File: src/rtl/core/gsdn_pkg.sv
// Shared constants and types for the gamepad stick dead-zone normalizer.
`default_nettype none
package gsdn_pkg;

  // Magnitude carries this many fraction bits after the square root.
  localparam int unsigned MAG_FRAC   = 8;
  // Root width: floor(sqrt(2^31 * 2^16)) fits in 24 bits.
  localparam int unsigned SQRT_W     = 24;
  // Register stages ahead of the square root: squares, then their sum.
  localparam int unsigned PRE_STAGES = 2;
  // Dividend width of a direction component: |c| * 2^(15+MAG_FRAC) plus half the root.
  localparam int unsigned DIR_N_W    = 16 + 15 + MAG_FRAC;

  localparam logic [7:0] TRIG_FULL = 8'd255;

  // Configuration register indexes.
  localparam int unsigned CFG_IDX_W = 2;
  localparam logic [CFG_IDX_W-1:0] CFG_DEAD_ZONE  = 2'd0;
  localparam logic [CFG_IDX_W-1:0] CFG_MAX_RADIUS = 2'd1;
  localparam logic [CFG_IDX_W-1:0] CFG_TRIG_THR   = 2'd2;

  // What one stick lane hands to the output stage.
  typedef struct packed {
    logic [15:0] dir_x;
    logic [15:0] dir_y;
    logic [15:0] level;
  } stick_res_t;

endpackage
`default_nettype wire

File: src/rtl/core/gsdn_div.sv
// Pipelined restoring divider, one quotient bit per stage, with a side tag.
`default_nettype none
module gsdn_div #(
  parameter int unsigned N_W   = 39,
  parameter int unsigned D_W   = 24,
  parameter int unsigned Q_W   = 17,
  parameter int unsigned TAG_W = 1
) (
  input  wire logic             clk_i,
  input  wire logic             rst_ni,
  input  wire logic             valid_i,
  input  wire logic [N_W-1:0]   dividend_i,
  input  wire logic [D_W-1:0]   divisor_i,
  input  wire logic [TAG_W-1:0] tag_i,
  output logic                  valid_o,
  output logic [Q_W-1:0]        quot_o,
  output logic [TAG_W-1:0]      tag_o
);
  localparam int unsigned R_W = D_W + Q_W;

  logic [R_W-1:0]   rem_q [Q_W];
  logic [D_W-1:0]   den_q [Q_W];
  logic [Q_W-1:0]   quo_q [Q_W];
  logic [TAG_W-1:0] tag_q [Q_W];
  logic [Q_W-1:0]   vld_q;

  for (genvar k = 0; k < Q_W; k++) begin : g_stage
    logic [R_W-1:0]   rem_in;
    logic [R_W-1:0]   sub;
    logic [D_W-1:0]   den_in;
    logic [Q_W-1:0]   quo_in;
    logic [TAG_W-1:0] tag_in;
    logic             vld_in;
    logic             ge;

    if (k == 0) begin : g_first
      assign rem_in = R_W'(dividend_i);
      assign den_in = divisor_i;
      assign quo_in = '0;
      assign tag_in = tag_i;
      assign vld_in = valid_i;
    end else begin : g_next
      assign rem_in = rem_q[k-1];
      assign den_in = den_q[k-1];
      assign quo_in = quo_q[k-1];
      assign tag_in = tag_q[k-1];
      assign vld_in = vld_q[k-1];
    end

    // Trial subtract of the divisor at this bit's weight.
    assign sub = R_W'(den_in) << (Q_W - 1 - k);
    assign ge  = (rem_in >= sub);

    always_ff @(posedge clk_i) begin
      rem_q[k] <= ge ? (rem_in - sub) : rem_in;
      den_q[k] <= den_in;
      quo_q[k] <= {quo_in[Q_W-2:0], ge};
      tag_q[k] <= tag_in;
    end

    always_ff @(posedge clk_i or negedge rst_ni) begin
      if (!rst_ni) begin
        vld_q[k] <= 1'b0;
      end else begin
        vld_q[k] <= vld_in;
      end
    end
  end

  assign valid_o = vld_q[Q_W-1];
  assign quot_o  = quo_q[Q_W-1];
  assign tag_o   = tag_q[Q_W-1];
endmodule
`default_nettype wire

File: src/rtl/core/gsdn_trig.sv
// Trigger lane: hold the reading level with the sticks, then rescale past the threshold.
`default_nettype none
module gsdn_trig #(
  parameter int unsigned FRAC_BITS = 16,
  parameter int unsigned DIV_QW    = 17,
  parameter int unsigned DELAY     = 26
) (
  input  wire logic        clk_i,
  input  wire logic        rst_ni,
  input  wire logic        valid_i,
  input  wire logic [7:0]  trig_i,
  input  wire logic [7:0]  thr_i,
  output logic             valid_o,
  output logic [15:0]      level_o
);
  import gsdn_pkg::*;

  logic [7:0]         t_q [DELAY];
  logic [DELAY-1:0]   v_q;
  logic [7:0]         td;
  logic               gt, gt_o;
  logic [DIV_QW-1:0]  q;
  logic [DIV_QW+15:0] wide;

  always_ff @(posedge clk_i) begin
    t_q[0] <= trig_i;
    for (int k = 1; k < DELAY; k++) begin
      t_q[k] <= t_q[k-1];
    end
  end

  always_ff @(posedge clk_i or negedge rst_ni) begin
    if (!rst_ni) begin
      v_q <= '0;
    end else begin
      v_q <= {v_q[DELAY-2:0], valid_i};
    end
  end

  assign td = t_q[DELAY-1];
  assign gt = (td > thr_i);

  gsdn_div #(
    .N_W (8 + FRAC_BITS), .D_W (8), .Q_W (DIV_QW), .TAG_W (1)
  ) u_div (
    .clk_i (clk_i), .rst_ni (rst_ni), .valid_i (v_q[DELAY-1]),
    .dividend_i ({td - thr_i, {FRAC_BITS{1'b0}}}), .divisor_i (TRIG_FULL - thr_i),
    .tag_i (gt),
    .valid_o (valid_o), .quot_o (q), .tag_o (gt_o)
  );

  // Align to 16 fraction bits and saturate full scale.
  assign wide = {q, 16'd0} >> FRAC_BITS;

  always_comb begin
    if (!gt_o) begin
      level_o = 16'd0;
    end else if (|wide[DIV_QW+15:16]) begin
      level_o = 16'hffff;
    end else begin
      level_o = wide[15:0];
    end
  end
endmodule
`default_nettype wire

File: config.mk
export PLATFORM = sky130hd
export DESIGN_NAME = gsdn_trig
export DESIGN_NICKNAME = d
export VERILOG_FILES = /design/src/rtl/core/gsdn_pkg.sv /design/src/rtl/core/gsdn_div.sv /design/src/rtl/core/gsdn_trig.sv
export SDC_FILE = /design/constraint.sdc
export NUM_CORES = 1
export LEC_CHECK = 0
export BUFFER_PORTS_ARGS = -buffer_cell sky130_fd_sc_hd__buf_2
export CORE_MARGIN = 1
export CORE_UTILIZATION = 60
export CTS_CLUSTER_SIZE = 12
export DETAILED_ROUTE_END_ITERATION = 12
export PLACE_DENSITY = 0.72
export SLEW_MARGIN = 20
export SYNTH_ARGS = -nofsm -noshare
export SYNTH_HDL_FRONTEND = slang
export SYNTH_HIERARCHICAL = 1
export SYNTH_SLANG_ARGS = --single-unit
File: constraint.sdc
create_clock -name clk_i -period 5.1 [get_ports clk_i]
set_input_delay 0.51 -clock clk_i [delete_from_list [all_inputs] [get_ports clk_i]]
set_output_delay 0.51 -clock clk_i [all_outputs]
set_load 0.05 [all_outputs]
==> results.txt, run 1 <==
- Sequential power share: 0.470
- In this run the power density over the cells is around 630 nW/um^2.
- Buffers placed on the I/O ports in this run total 35.
- The finished layout holds around 3.5k standard cells, fillers aside.
- The first global-routing pass estimated ~90 mm of wire.
* Setup fix buffers added after clock tree synthesis: 0
* Maximum resistive drop on vdd: 0.368 mV
- Worst Path Buf+Inv: 2
- Synth warn: 6
* Via count: roughly 18k
- Hold-fix buffer count after cts: 8
- Maximum number of pins on one net before global-route repair: 44
* Proportion of total power due to net switching: 0.302
- At the end of routability-driven placement, the weighted congestion stood at 0.917.
* Synthesized instance count: between 2k and 3k
- Slew Limit Headroom: 0.375
* Number of gates resized after CTS: 0
- Among all flip-flop cells after synthesis, the most frequent one is sky130_fd_sc_hd__dfxtp_1.
* Netlist area before placement: ~30,000 sq um
- Dividing the detail-routed wire length by the instance count gives around 16 um.
- Top area cells in the synthesized netlist: sky130_fd_sc_hd__dfxtp_1, sky130_fd_sc_hd__ha_1, sky130_fd_sc_hd__dfrtp_1
- Across all hold checks on the routed design, the worst slack comes to 0.0454 ns.
- Final instance area: between 30,000 and 40,000 sq um
- The run finished with clean final reports.
- The die covers slightly above 50,000 sq um.
* Initial Util: 0.607
* Area growth from synthesis to layout: 12.9%
- Number of antenna violations at the first check in global routing: 4
- In this run the worst setup path begins at t_q[1][72]$_DFF_P_.
- Library cell occupying the most area in the post-synthesis netlist: sky130_fd_sc_hd__dfxtp_1
- The tool flagged a number of max-cap violations equal to 0.
* Count of distinct cell types in the synthesized netlist: a little under 80
- Share of cells above drive strength 1: 0.0771
* Final-report hold violation count: 0
- Height of the die: 227 um
* Number of routed nets with antenna violations: 0
* Path class of the lowest-slack min-delay path: in -> reg
- Maximum level of the CTS H-tree: 3
- The share of the Yosys chip area taken by registers is 0.633.
- Among cell families on the critical path, the largest total delay comes from compound AO/OA/AOI/OAI gates.
- Dpl cells: around 3.3k
- The core region is around 50,000 sq um.
- For this design the top-level I/O count stands at 36.
* Arrival time reported for the critical path endpoint: ~4.2 ns
- Mean cell area of the mapped netlist: roughly 12 sq um
- In this run the worst path has a maximum fanout of 9.
- Total area of multi-input combinational cells: 10,400 sq um
- Crit Path Category: reg -> reg
- The clock passes through at most 3 buffers.
- Post-route fraction of the period consumed by the critical path: 0.718
- NumNets Final: 2,952
* Count of fill cells added during filler insertion: about 3.6k
- The startpoint identified for the worst register-to-register timing path is t_q[1][72]$_DFF_P_.
- Worst slew pin tran: between 0.9 and 1 ns
- Total half-perimeter wirelength after legalization and detailed placement: a little under 40 mm
* Worst r2r dst: u_div/rem_q[0][20]$_DFF_P_
* Commonest cells after routing, fill and taps aside: sky130_fd_sc_hd__dfxtp_1, sky130_fd_sc_hd__inv_1, sky130_fd_sc_hd__nor2_1, sky130_fd_sc_hd__nand2_1, sky130_fd_sc_hd__ha_1
- Sort of element at the start of the critical path: register
* Combinational Power Share: 0.241
* Slowest cell delay on critical path: about 0.76 ns
* Number of CTS-inserted buffers: 94
- In this run the number of cells on the critical path is 13.
* DRC violations left: 0
- Flop-to-flop setup slack: around 1.4 ns
- Area fraction of the dominant cell type after synthesis: 0.598
* GRT Resource Usage Total: 0.218
- Minimum clock period: approximately 3.7 ns
- Leak Pwr: around 15 nW
* Required @ worst endpoint: between 5 and 6 ns
- The repair_antennas step left the layout with diodes totalling 0.
* Critical-path cell with the highest stage delay: sky130_fd_sc_hd__a21oi_1
- The first routing iteration left about 1.1k violations.
* Sequence of cells on the critical path: inv_1, ha_1, inv_1, fa_1, xor2_1, ha_1, o21a_1, o31a_1, o31a_1, o21ai_0, nand2b_1, a21oi_1, mux2_2
- CTS Root Cell: sky130_fd_sc_hd__clkbuf_16
- The number of global-route vias before repair was about 18k.
- Counting cells, the worst reg-to-reg path comes to 13.
* Largest clock skew in the final design: between 0.015 and 0.02 ns
* Number of placement rows: 82
- In this run the power spent charging and discharging nets is between 0.006 and 0.007 W.
- Counting flops and latches in the post-synthesis netlist gives between 900 and 1k.
- RSZ-0062 raised after global routing: no
* Per-cell via count in the routed design: about 5.3
- Sum Neg Setup Slack: 0 ns
* Clock sinks: approximately 950
- CTS clk-pin slew, worst paths: roughly 0.060 ns
- The worst setup path is captured at a register.
- Maximum operating frequency: 273 MHz
* First-pass iteration count of the detailed router: 5
- Counting flops with a built-in enable in the synthesized netlist gives 0.
* Sequential standard cell area: a little under 20,000 sq um
- The share of total power dissipated in the clock network is 0.289.
* Design internal power: between 0.015 and 0.02 W
* Timing endpoint of the critical path: u_div/rem_q[0][20]$_DFF_P_
* Count of final setup violators: 0
* Area after detailed placement: between 30,000 and 40,000 sq um
- Most common cell after layout, fill and taps aside: sky130_fd_sc_hd__dfxtp_1
- TritonCTS built the clock tree.
- The die is 227 um wide.
- Clock latency on the worst-skew pair, taken at its later pin, is approximately 0.63 ns.
- Total Routed Length: between 50 and 60 mm
* Final Max Tran Viols: 0
- Summed over all layers, the global routing overflow is 0.
* Fraction of registers with async set/reset: 0.0453
-- worst min-delay path by stage --
| stage | start | to | slack (ns) | cells after the start |
|---|---|---|---|---|
| after floorplan | rst_ni | u_div/g_stage[10].vld_in$_DFF_PN0_ | 0.21 | 0 |
| after global placement | t_q[0][83]$_DFF_P_ | t_q[0][91]$_DFF_P_ | 0.31 | 0 |
| after detailed placement | t_q[0][30]$_DFF_P_ | t_q[0][38]$_DFF_P_ | 0.31 | 0 |
| after CTS | trig_i[1] | t_q[0][1]$_DFF_P_ | 0.009 | 1 |
| after global routing | trig_i[1] | t_q[0][1]$_DFF_P_ | 0.02 | 1 |
| final | trig_i[1] | t_q[0][1]$_DFF_P_ | 0.05 | 1 |
-- Yosys cell counts (34+ instances only) --
master	number
sky130_fd_sc_hd__dfrtp_1	43
sky130_fd_sc_hd__o21a_1	53
sky130_fd_sc_hd__nand2_1	144
sky130_fd_sc_hd__nor4_1	66
sky130_fd_sc_hd__inv_1	192
sky130_fd_sc_hd__dfxtp_1	906
sky130_fd_sc_hd__ha_1	144
sky130_fd_sc_hd__o21ai_0	122
sky130_fd_sc_hd__nor2_1	148
sky130_fd_sc_hd__nor2b_1	34
sky130_fd_sc_hd__nand2b_1	45
sky130_fd_sc_hd__nor3_1	76
sky130_fd_sc_hd__a21oi_1	95
sky130_fd_sc_hd__xor2_1	99
sky130_fd_sc_hd__xnor2_1	83
-- metal layers --
layer / GRT usage / up-vias / wire, um
met4: 0.0876 / 0 / 1460
met1: 0.293 / 8652 / 25900
met2: 0.347 / 421 / 24300
met3: 0.0429 / 105 / 2960
li1: - / 9174 / -
met5: 0 / - / 0
-- flip-flops by register name, indices dropped and copies added, names as in the netlist --
name,cells
u_div/rem_q,400
u_div/valid_o,1
u_div/quo_q,153
u_div/tag_q,17
t_q,208
u_div/den_q,128
v_q,26
u_div/g_stage.vld_in,16
-- cell type report --
| type | instances | share of cell area |
|---|---|---|
| flip-flops and latches | 949 | 0.561 |
| multi-input cells | 1487 | 0.304 |
| clock buffers | 122 | 0.0760 |
| well taps | 672 | 0.0246 |
| inverters | 194 | 0.0213 |
| repair buffers | 46 | 0.00811 |
| clock inverters | 16 | 0.00497 |
-- cells by family (layout without fill, tap and decap cells) --
group / Yosys count / in the layout / share of synthesized area
other: 1 / 32 / 0.000124
buffers and inverters: 228 / 378 / 0.0284
flip-flops: 949 / 949 / 0.633
XOR/XNOR: 182 / 182 / 0.0526
AO/OA/AOI/OAI: 397 / 397 / 0.0827
multiplexers: 43 / 43 / 0.0156
adder cells (fa/ha/maj): 161 / 161 / 0.0706
AND/OR/NAND/NOR: 672 / 672 / 0.117
-- power by group through the flow --
stage | clock network (W) | logic (W) | registers [W]
final | 0.00621 | 0.00519 | 0.0101
after global routing | 0.00670 | 0.00582 | 0.0103
after CTS | 0.00638 | 0.00515 | 0.0101
after detailed placement | 0 | 0.00508 | 0.0102
after global placement | 0 | 0.00493 | 0.0102
after floorplan | 0 | 0.00409 | 0.00984
-- through the flow --
stage          power [W]   util  setup slack [ns]
2_1_floorplan     0.0139      -              1.63
3_3_place_gp      0.0151  0.628              1.00
3_5_place_dp      0.0153  0.628              1.04
4_1_cts           0.0216  0.685              1.44
5_1_grt           0.0228  0.685              1.14
6_report          0.0215  0.685              1.44
Power figures use the tool's default switching activity.
==> run 2, diff against run 1 <==
- clock period: 5.1 -> 3.55 ns (I/O delays scaled with it)
==> run 2 against run 1 <==
  * Count of clock-buffer cells in the layout shrank 2
  * Setup slack lost 1.2 ns
  * Core utilization rose by 0.25 points
  * Worst hold slack improved by 0.014 ns
  * Design area is 0.37% higher
  * Non-clock buffer count is 20 higher
  * Register-to-register slack got worse by 1.1 ns
  * Sequential share of layout area fell by 0.21 points
==> results.txt, run 2 (same netlist as run 1, synthesis figures left out) <==
- The flow ran to the end, and the final reports show no timing, DRC or antenna violations.
- The combined global-route utilization of all metal layers was 0.220 (+0.00181).
- The clock-pin slew of the registers on the worst-case setup and hold paths came to 0.06 ns (about the same).
- The residual antenna-violating net count after detailed routing came to 0 (unchanged).
- Top Registers: u_div/rem_q x400, t_q x208, u_div/quo_q x153
- The cell total after placement came to 3,350 (+0.33%).
- Sequence of cells on the critical path: dlygate4sd3_1, buf_2, inv_1, ha_1, o211a_1, o31ai_1, o311ai_0, ha_1, nand4b_1, nor4b_1, a41o_1, a21oi_1, buf_4, mux2_2
* Clock latency on the worst-skew pair: 0.64 ns (about the same)
* Top register by number of flip-flops: u_div/rem_q
- The portion of total power attributed to the clock network is 0.287 (-0.002).
- RSZ-0062 raised after global routing: no
- Of the available clock period, the critical path in the final layout requires 0.945.
- In this run the worst hold path is classified as in -> reg.
- NumNets Final: 2,971 (+0.64%)
- Final GP Congestion: 0.893 (-2.6%)
* Deepest clock path buffer count: 3 (unchanged)
- The clock tree skew after final layout is 0.0204 ns (+0.00377 ns).
- Height of the die: 227 um (unchanged)
- Floorplan die width: 227 um (unchanged)
* Number of flip-flops in the largest register: 400 (unchanged)
- TritonCTS built the clock tree.
- The number of hold violations in the final report came to 0 (unchanged).
- The number of buffers inserted for hold repair after clock tree synthesis was 17 (+9).
* First-pass GRT wire length: 90.1 mm (+0.57%)
- DRC violations left: 0 (unchanged)
* Number of antenna violations at the first check in global routing: 3 (-1)
* Final core occ: 0.688 (+0.00253)
* Arrival time reported for the critical path endpoint: 3.87 ns (-0.31 ns)
- Per-cell via count in the routed design: 5.27 (about the same)
- Count of final setup violators: 0 (unchanged)
- The number of gates resized after cts was 0 (unchanged).
* Max-capacitance violation count: 0 (unchanged)
* Leak Pwr: 14.9 nW (+0.44%)
* Worst hold slack: 0.0592 ns (+0.0138 ns)
- Crit Path Category: in -> reg
- The number of sinks on the clock net was 949 (unchanged).
* Final Max Tran Viols: 0 (unchanged)
* Critical-path cell with the highest stage delay: sky130_fd_sc_hd__o311ai_0
- Starting DRC count in detailed routing: 1,006 (-5.3%)
- Count of input and output buffers: 35 (unchanged)
- The number of levels in the clock H-tree came to 3 (unchanged).
- IO Count: 36 (unchanged)
- Worst slew pin tran: 0.882 ns (-0.0560 ns)
- Design internal power: 0.0216 W (+44%)
- Sort of element at the start of the critical path: input pin
* Number of placement rows: 82 (unchanged)
- Via count: 18.5k (+0.54%)
* Vias in the first global route: 18.3k (-1.2%)
* Std-Cell Core Area: 50,000 sq um (unchanged)
* Area growth from synthesis to layout: 13.3%
* Flop-to-flop setup slack: 0.31 ns (-1.13 ns)
- Proportion of total power due to net switching: 0.304 (+0.00169)
- Commonest cells after routing, fill and taps aside: sky130_fd_sc_hd__dfxtp_1, sky130_fd_sc_hd__inv_1, sky130_fd_sc_hd__nor2_1, sky130_fd_sc_hd__nand2_1, sky130_fd_sc_hd__ha_1
* Sum Neg Setup Slack: 0 ns (unchanged)
- The buffers plus inverters on the worst setup path was 4 (+2).
- The total die area came to 51,500 sq um (unchanged).
- The starting utilization of the core area was 0.607 (unchanged).
* Switching power summed over all nets: 0.00940 W (+45%)
- The proportion of power drawn by combinational gates was 0.244 (+0.003).
- Endpoint class of the critical path: register
* Most common cell after layout, fill and taps aside: sky130_fd_sc_hd__dfxtp_1
- Power per unit of standard cell area: 901 nW/um^2 (+44%)
- The sum of overflow across all layers after global routing came to 0 (unchanged).
* Crit Path Max Fanout: 7 (-2)
* Total Routed Length: 55.1 mm (+0.94%)
* Slew Limit Headroom: 0.412 (+0.0374)
* Crit-path most repeated cell: sky130_fd_sc_hd__ha_1
- First-pass iteration count of the detailed router: 5 (unchanged)
- Number of CTS-inserted buffers: 93 (-1.1%)
* Share of cells above drive strength 1: 0.0778 (+0.000652)
- Total half-perimeter wirelength after legalization and detailed placement: 39.2 mm (+0.63%)
* Layout Cells excl Fill: 3,502 (+0.46%)
* Maximum operating frequency: a little under 300 MHz
* Maximum number of pins on one net before global-route repair: 44 (unchanged)
* CTS Root Cell: sky130_fd_sc_hd__clkbuf_16
* Maximum resistive drop on vdd: 0.550 mV (+49%)
* Required @ worst endpoint: 4.06 ns (-1.56 ns)
- Among cell families on the critical path, the largest total delay comes from compound AO/OA/AOI/OAI gates.
* Minimum clock period: roughly 3.4 ns
* Routed length per instance: 15.7 um (+0.48%)
* Sequential power share: 0.469 (about the same)
- The total setup buffers inserted after CTS is 0 (unchanged).
- Count of fill cells added during filler insertion: 3,618 (-0.14%)
- Slowest cell delay on critical path: 0.62 ns (-0.14 ns)
==> run 2: cell count changes in the layout (fill, tap and decap cells not counted), moves of 2 or more <==
| cell | previous run | this run |
|---|---|---|
| sky130_fd_sc_hd__dlygate4sd3_1 | 8 | 17 |
| sky130_fd_sc_hd__clkinv_2 | 8 | 5 |
| sky130_fd_sc_hd__clkbuf_8 | 10 | 8 |
| sky130_fd_sc_hd__buf_4 | 2 | 13 |
==> run 2: layout make-up <==
cell class / instances / area [sq um] / area share
Sequential cell: 949 / 19200 / 0.559
Multi-Input combinational cell: 1487 / 10400 / 0.302
Clock buffer: 120 / 2550 / 0.0743
Tap cell: 672 / 841 / 0.0245
Inverter: 194 / 728 / 0.0212
Timing Repair Buffer: 66 / 448 / 0.0130
Clock inverter: 13 / 188 / 0.00546
Antenna cell: 1 / 2.50 / 0.0000728
==> run 2: power groups by stage <==
stage / sequential [W] / clock (W) / combinational [W]
after floorplan: 0.0141 / 0 / 0.00588
after global placement: 0.0146 / 0 / 0.00715
after detailed placement: 0.0147 / 0 / 0.00737
after CTS: 0.0145 / 0.00913 / 0.00747
after global routing: 0.0148 / 0.00957 / 0.00839
final: 0.0145 / 0.00889 / 0.00755
==> run 2: worst paths after layout <==
kind                               startpoint                    endpoint  cells after the start
max                                  thr_i[4]  u_div/rem_q[0][18]$_DFF_P_                     14
min                                  thr_i[1]   u_div/den_q[0][1]$_DFF_P_                      3
max reg2reg                t_q[1][76]$_DFF_P_  u_div/rem_q[0][18]$_DFF_P_                     11
min reg2reg                t_q[0][11]$_DFF_P_          t_q[0][19]$_DFF_P_                      0
max in group asynchronous              rst_ni           v_q[16]$_DFF_PN0_                      2
min in group asynchronous              rst_ni     u_div/valid_o$_DFF_PN0_                      2
==> run 2: worst min-delay path: stages <==
cell,delay [ns]
sky130_fd_sc_hd__buf_2,0.07
sky130_fd_sc_hd__inv_1,0.05
sky130_fd_sc_hd__buf_4,0.15
==> run 2: per-layer routing <==
metal | part of all wire | vias up | global-route usage
met2 | 0.44 | 459 | 0.348
met3 | 0.045 | 97 | 0.0404
met5 | 0 | - | 0
met1 | 0.49 | 8683 | 0.304
met4 | 0.025 | 0 | 0.0754
li1 | - | 9212 | -
==> run 2: through the flow <==
| stage | worst slack (ns) | cell area, sq um | power [W] |
|---|---|---|---|
| finish | 0.195 | 34400 | 0.0310 |
| global route | 0.00152 | 34400 | 0.0327 |
| CTS | 0.263 | 34400 | 0.0311 |
| detailed placement | 0.135 | 31400 | 0.0220 |
| global placement | 0.184 | 31400 | 0.0218 |
| floorplan | 0.234 | 30400 | 0.0200 |
